--- config.mk ---
export PLATFORM = sky130hd
export DESIGN_NAME = mrlb_ctrl
export DESIGN_NICKNAME = d
export VERILOG_FILES = /design/src/mrlb_pkg.sv /design/src/mrlb_ctrl.sv
export SDC_FILE = /design/constraint.sdc
export NUM_CORES = 1
export LEC_CHECK = 0
export BUFFER_PORTS_ARGS = -buffer_cell sky130_fd_sc_hd__buf_2
export CORE_AREA = 4 4 41 43
export CTS_CLUSTER_DIAMETER = 120
export DETAILED_ROUTE_END_ITERATION = 10
export DIE_AREA = 0 0 45 47
export PLACE_DENSITY = 0.8
export SYNTH_ARGS = -nofsm -noshare
export SYNTH_HDL_FRONTEND = slang
export SYNTH_SLANG_ARGS = --single-unit
export TNS_END_PERCENT = 5
--- constraint.sdc ---
create_clock -name clk_i -period 2.33 [get_ports clk_i]
set_input_delay 0.466 -clock clk_i [delete_from_list [all_inputs] [get_ports clk_i]]
set_output_delay 0.466 -clock clk_i [all_outputs]
set_load 0.01 [all_outputs]
--- src/mrlb_pkg.sv ---
package mrlb_pkg;

  // field widths
  localparam int unsigned LEN_W    = 8;
  localparam int unsigned PEN_W    = 40;
  localparam int unsigned SEEN_W   = 9;
  localparam int unsigned SQ_W     = 16;
  localparam int unsigned CUBE_W   = 24;
  // running line length: at most 255 + 255 + 1 before the fit check
  localparam int unsigned USED_W   = 9;

  localparam logic [PEN_W-1:0] PENALTY_MAX    = {PEN_W{1'b1}};
  localparam logic [LEN_W-1:0] LINE_WIDTH_RST = 8'd80;

  // commands from the controller to the datapath
  typedef struct packed {
    logic load;      // store an incoming word
    logic init_i;    // start the search at the last stored word
    logic row_init;  // open a new start position
    logic acc;       // add the next word to the candidate line
    logic sq;        // square the slack
    logic cube;      // cube the slack
    logic add;       // add the suffix cost
    logic cmp;       // keep the smaller cost, move to next end position
    logic fin;       // close the start position
  } mrlb_cmd_t;

  // status from the datapath to the controller
  typedef struct packed {
    logic brk;       // candidate line no longer fits
    logic j_last;    // candidate line ends at the final word
    logic i_zero;    // start position is the first word
    logic any;       // at least one line fits at this start position
  } mrlb_stat_t;

endpackage

--- src/mrlb_ctrl.sv ---
module mrlb_ctrl (
  input  logic                 clk_i,
  input  logic                 rst_ni,
  input  logic                 start_i,
  input  logic                 last_word_i,
  input  mrlb_pkg::mrlb_stat_t stat_i,
  output mrlb_pkg::mrlb_cmd_t  cmd_o,
  output logic                 busy_o
);

  typedef enum logic [9:0] {
    S_IDLE = 10'b0000000001,
    S_INIT = 10'b0000000010,
    S_ROW  = 10'b0000000100,
    S_RD   = 10'b0000001000,
    S_ACC  = 10'b0000010000,
    S_SQ   = 10'b0000100000,
    S_CUBE = 10'b0001000000,
    S_ADD  = 10'b0010000000,
    S_CMP  = 10'b0100000000,
    S_END  = 10'b1000000000
  } mrlb_state_e;

  mrlb_state_e state_q, state_d;

  // next state and command decode
  always_comb begin
    state_d = state_q;
    cmd_o   = '0;
    unique case (state_q)
      S_IDLE: begin
        if (start_i) begin
          cmd_o.load = 1'b1;
          if (last_word_i) state_d = S_INIT;
        end
      end
      S_INIT: begin
        cmd_o.init_i = 1'b1;
        state_d      = S_ROW;
      end
      S_ROW: begin
        cmd_o.row_init = 1'b1;
        state_d        = S_RD;
      end
      S_RD: begin
        state_d = S_ACC;
      end
      S_ACC: begin
        cmd_o.acc = 1'b1;
        state_d   = stat_i.brk ? S_END : S_SQ;
      end
      S_SQ: begin
        cmd_o.sq = 1'b1;
        state_d  = S_CUBE;
      end
      S_CUBE: begin
        cmd_o.cube = 1'b1;
        state_d    = S_ADD;
      end
      S_ADD: begin
        cmd_o.add = 1'b1;
        state_d   = S_CMP;
      end
      S_CMP: begin
        cmd_o.cmp = 1'b1;
        state_d   = stat_i.j_last ? S_END : S_RD;
      end
      S_END: begin
        cmd_o.fin = 1'b1;
        state_d   = (!stat_i.any || stat_i.i_zero) ? S_IDLE : S_ROW;
      end
      default: begin
        state_d = S_IDLE;
      end
    endcase
  end

  // state register
  always_ff @(posedge clk_i or negedge rst_ni) begin
    if (!rst_ni) begin
      state_q <= S_IDLE;
    end else begin
      state_q <= state_d;
    end
  end

  assign busy_o = (state_q != S_IDLE);

endmodule

After elaboration in Yosys (flattened, before gate mapping)
Cells that the tools add are included.
{"block": "op_classes", "n_eq_ne": 13, "reduce_logical": 3, "muxes": 16}
{"cell": "10-bit case mux with 10 select lines", "n": 1}
{"cell": "10-bit 2-to-1 mux", "n": 4}
{"cell": "10-bit by 1-bit equality test with 1-bit output (second input constant)", "n": 1}
{"cell": "10-bit equality test (second input constant)", "n": 1}
{"cell": "10-bit by 2-bit equality test with 1-bit output (second input constant)", "n": 1}
{"cell": "10-bit by 3-bit equality test with 1-bit output (second input constant)", "n": 1}
{"cell": "10-bit by 4-bit equality test with 1-bit output (second input constant)", "n": 1}
{"cell": "10-bit by 5-bit equality test with 1-bit output (second input constant)", "n": 1}
{"cell": "10-bit by 6-bit equality test with 1-bit output (second input constant)", "n": 1}
{"cell": "10-bit by 7-bit equality test with 1-bit output (second input constant)", "n": 1}
{"cell": "10-bit by 8-bit equality test with 1-bit output (second input constant)", "n": 1}
{"cell": "10-bit by 9-bit equality test with 1-bit output (second input constant)", "n": 1}
{"cell": "1-bit 2-to-1 mux", "n": 10}
{"cell": "10-bit by 1-bit inequality test with 1-bit output (second input constant)", "n": 1}
{"cell": "2-bit inequality test (second input constant)", "n": 2}
{"cell": "3-bit 2-to-1 mux", "n": 1}
{"cell": "2-bit AND reduction", "n": 1}
{"cell": "1-bit zero test", "n": 1}
{"cell": "1-bit logical OR", "n": 1}
{"block": "totals", "register_bits": 10, "in_bits": 8, "out_inout_bits": 10}

Logic depth before layout (Yosys ltp)
{"block": "depth", "word_depth": 4, "ltp_mapped": 4, "mapped_depth_nobuf": 4}

Worst setup path before layout
Ideal clock, no wire load.
{"block": "synth_path", "kind": "register to output", "from": "register state_q[5]", "to": "output cmd_o[8] (netlist bit)", "stages_incl_launch_ff": 5, "setup_slack_ps": 428, "arrival_time_ps": 1436, "path_cell_list": "dfrtp_1 > nor4_4 > nand3_1 > or3b_4 > nor2_1"}
{"element": "from (decl)", "line_no": "mrlb_ctrl.sv:24", "text": "mrlb_state_e state_q, state_d;"}
{"element": "from (signal assigned)", "line_no": "mrlb_ctrl.sv:83", "text": "state_q <= state_d;"}
{"element": "to (decl)", "line_no": "mrlb_ctrl.sv:7", "text": "output mrlb_pkg::mrlb_cmd_t cmd_o,"}

==> results.md <==
* Worst-Margin Slew at 501 ps
* Pre-antenna DRT Iters at 5
* Post-route ant nets at 0
* Post-Layout Cell Count at 96
* CTS Buf Count at 3
* Mapped Avg Cell Area at 10.2 sq um
* GRT met3 Usage at 3.45%
* Max reg flops at 10
* Period utilization at 99.8%
* YS warnings at 0
* Die Ht at 47 um
* Count of final max-slew check failures at 0
* Crit end category: output pin
* Most common cell in the netlist: dfrtp_1
* Final min period at 2330 ps
* Fill cell count at 131
* Leakage at 0.399 nW
* Int Pwr at 402 uW
* Die Footprint at 2120 sq um
* Met1 global-route usage at 17.4%
* Predominant post-synthesis flop cell: dfrtp_1
* Bufs on Longest Clock Path at 2
* Netlist cell types at 24
* Clock slew at reported path FFs at 70 ps
* R2R Path End: state_q[0]$_DFFE_PN1P_
* Rows at 13
* GR Util met2 at 23.7%
* Vias in the first global route at 483
* Sink Count at 10
* Mapped Cells at 58
* Flop pwr share at 35.3%
* Worst flop-to-flop path startpoint: state_q[7]$_DFFE_PN0P_
* Placed Area at 697 sq um
* Status: finished clean
* Startpoint types: flip-flop
* DP Wirelength at 995 um
* Global route total overflow at 0
* Most flops, register: state_q
* Global route hottest layer: met2
* Vias per cell at 5.78
* Hold_buf cts at 0
* Worst R2R Setup Slack at 590 ps
* Synth Register Bits at 10
* Cell area after layout at 752 sq um
* Switching power at 207 uW
* Arr. time, crit path at 1860 ps
* Cell taking the most area after synthesis: dfrtp_1
* Nets@finish at 90
* Post-Syn Area at 593 sq um
* Number of synthesized flops with an enable pin at 0
* Worst rel slew slack at 66.1%
* Ratio of cells with drive above 1 in the final layout at 37.0%
* Htree depth at 1
* Max Cap Viol at 0
* Overall routing resource usage at 14.3%
* Worst vdd ir at 0.000476 V
* Post-synth top cells: 9 x dfrtp_1, 6 x nor2_1, 5 x and2_1, 5 x nor2b_1
* Switching Share at 34.0%
* Core ar. at 1300 sq um
* Io pins at 18
* Initial antenna violation count at 0
* TritonCTS clock tree: done
* Synthesis-to-finish area growth at 26.8%
* Final worst slack at 4.78 ps
* Initial Util at 45.6%
* RePlAce Congestion at 0.786
* Port bufs at 17
* DP Cell Count at 90
* Clk_lat worst skew at 270 ps
* Clock network power share at 25.9%
* Sequential area share after synthesis at 42.4%
* Hold_ws at 37.2 ps
* Wire per inst at 14.4 um
* RSZ-0062 raised after global routing: yes
* Setup violators final at 0
* Fin. Hold Viols at 0
* Power Density at 810 nW/um^2
* Horiz. Die Dim at 45 um
* Clk root buf: clkbuf_4
* Slowest library cell on the worst path: or3b_4
* Critical Path Fanout Max at 4
* Synth top area cells: dfrtp_1 38%, nor4b_1 5.9%, and2_1 5.3%, nor2b_1 5.3%, dfstp_2 4.4%
* Largest registers: state_q: 10 flops
* Via count at 555
* Ant diodes at 0
* Residual DRC count at 0
* Post-synthesis async set-or-reset flop share at 100%
* Crit Path Category: reg -> out
* Top cell type's share of synthesized area at 38.0%
* Syn Nets at 66
* Worst path required time at 1860 ps
* Reg2Reg Depth at 5
* CP delay by family, top: simple AND/OR/NAND/NOR gates
* DRT iter0 DRCs at 18
* Hold/Removal Path Class: in -> async
* Comb power frac at 38.8%
* Cell Chain, Critical Path: nor4_4 > nand3_1 > or3b_4 > nor2_2 > buf_2
* Slowest stage delay, CP at 450 ps
* First-pass GRT wire length at 2130 um
* Largest net degree at the start of global routing at 11
* CP bufs+invs at 1
* FMAX at 0.430 GHz
* Clk_skew at 7.35 ps
* Total routed wirelength at 1380 um
* Post-placement worst setup slack at 327 ps
==> worst max path at each step <==
stage                           start  endpoint  slack [ps]  depth (start not counted)
2_1_floorplan  state_q[5]$_DFFE_PN0P_  cmd_o[8]         430                          4
3_3_place_gp   state_q[5]$_DFFE_PN0P_  cmd_o[8]         390                          5
3_5_place_dp   state_q[5]$_DFFE_PN0P_  cmd_o[8]         330                          5
4_1_cts        state_q[5]$_DFFE_PN0P_  cmd_o[8]          30                          5
5_1_grt        state_q[7]$_DFFE_PN0P_  cmd_o[8]         -80                          5
6_report       state_q[7]$_DFFE_PN0P_  cmd_o[8]           5                          5
==> worst reg2reg max path, stage by stage (launching register included) <==
cell	delay, ps
dfrtp_2	440
nor4_4	320
nand3_1	150
or3b_4	450
buf_4	150
o221ai_2	140
==> through the flow <==
| step | setup TNS [ps] | total power [mW] | utilization [%] |
|---|---|---|---|
| CTS | 0 | 0.568 | 56.3 |
| finish | 0 | 0.609 | 57.8 |
| global placement | 0 | 0.401 | 53.6 |
| global route | -77.6 | 0.642 | 57.8 |
| detailed placement | 0 | 0.409 | 53.6 |
| floorplan | 0 | 0.351 | - |
==> per-layer routing <==
| metal | vias to the layer above | share of wire, % |
|---|---|---|
| li1 | 259 | - |
| met1 | 253 | 38 |
| met2 | 36 | 51 |
| met3 | 7 | 8.2 |
| met4 | 0 | 2.6 |
| met5 | - | 0 |
==> cells by family after synthesis <==
group | synth area share (%)
flops | 42.4
xor+xnor | 4.43
simple gates | 40.7
buf+inv | 1.90
compound gates | 10.5
==> final cells by class <==
class / instances / area (sq um) / share of cell area (%)
multi-input cells: 45 / 333 / 44.3
flip-flops and latches: 10 / 253 / 33.6
repair buffers: 19 / 100 / 13.3
clock buffers: 4 / 36.3 / 4.83
well taps: 15 / 18.8 / 2.50
inverters: 3 / 11.3 / 1.50
==> power groups by stage <==
| stage | clock network, mW | logic [mW] | registers, mW |
|---|---|---|---|
| 6_report | 0.158 | 0.236 | 0.215 |
| 5_1_grt | 0.169 | 0.256 | 0.217 |
| 4_1_cts | 0.160 | 0.194 | 0.214 |
| 3_5_place_dp | 0 | 0.192 | 0.217 |
| 3_3_place_gp | 0 | 0.184 | 0.216 |
| 2_1_floorplan | 0 | 0.138 | 0.213 |
==> timing repair <==
| action | CTS | global route |
|---|---|---|
| setup endpoints to repair | 0 | 1 |
| gates resized for setup | 0 | 2 |
| hold endpoints to repair | 0 | 0 |
| buffers inserted | 0 | 2 |
==> cell usage in the layout, fill, tap and decap left out, types with 4 or more instances in the layout <==
cell / netlist / final
nor2b_1: 5 / 5
and2_1: 5 / 5
nand3_1: 4 / 4
nor4b_1: 4 / 4
dfrtp_1: 9 / 8
nor2_1: 6 / 5
buf_2: 0 / 17
Power figures use the tool's default switching activity.
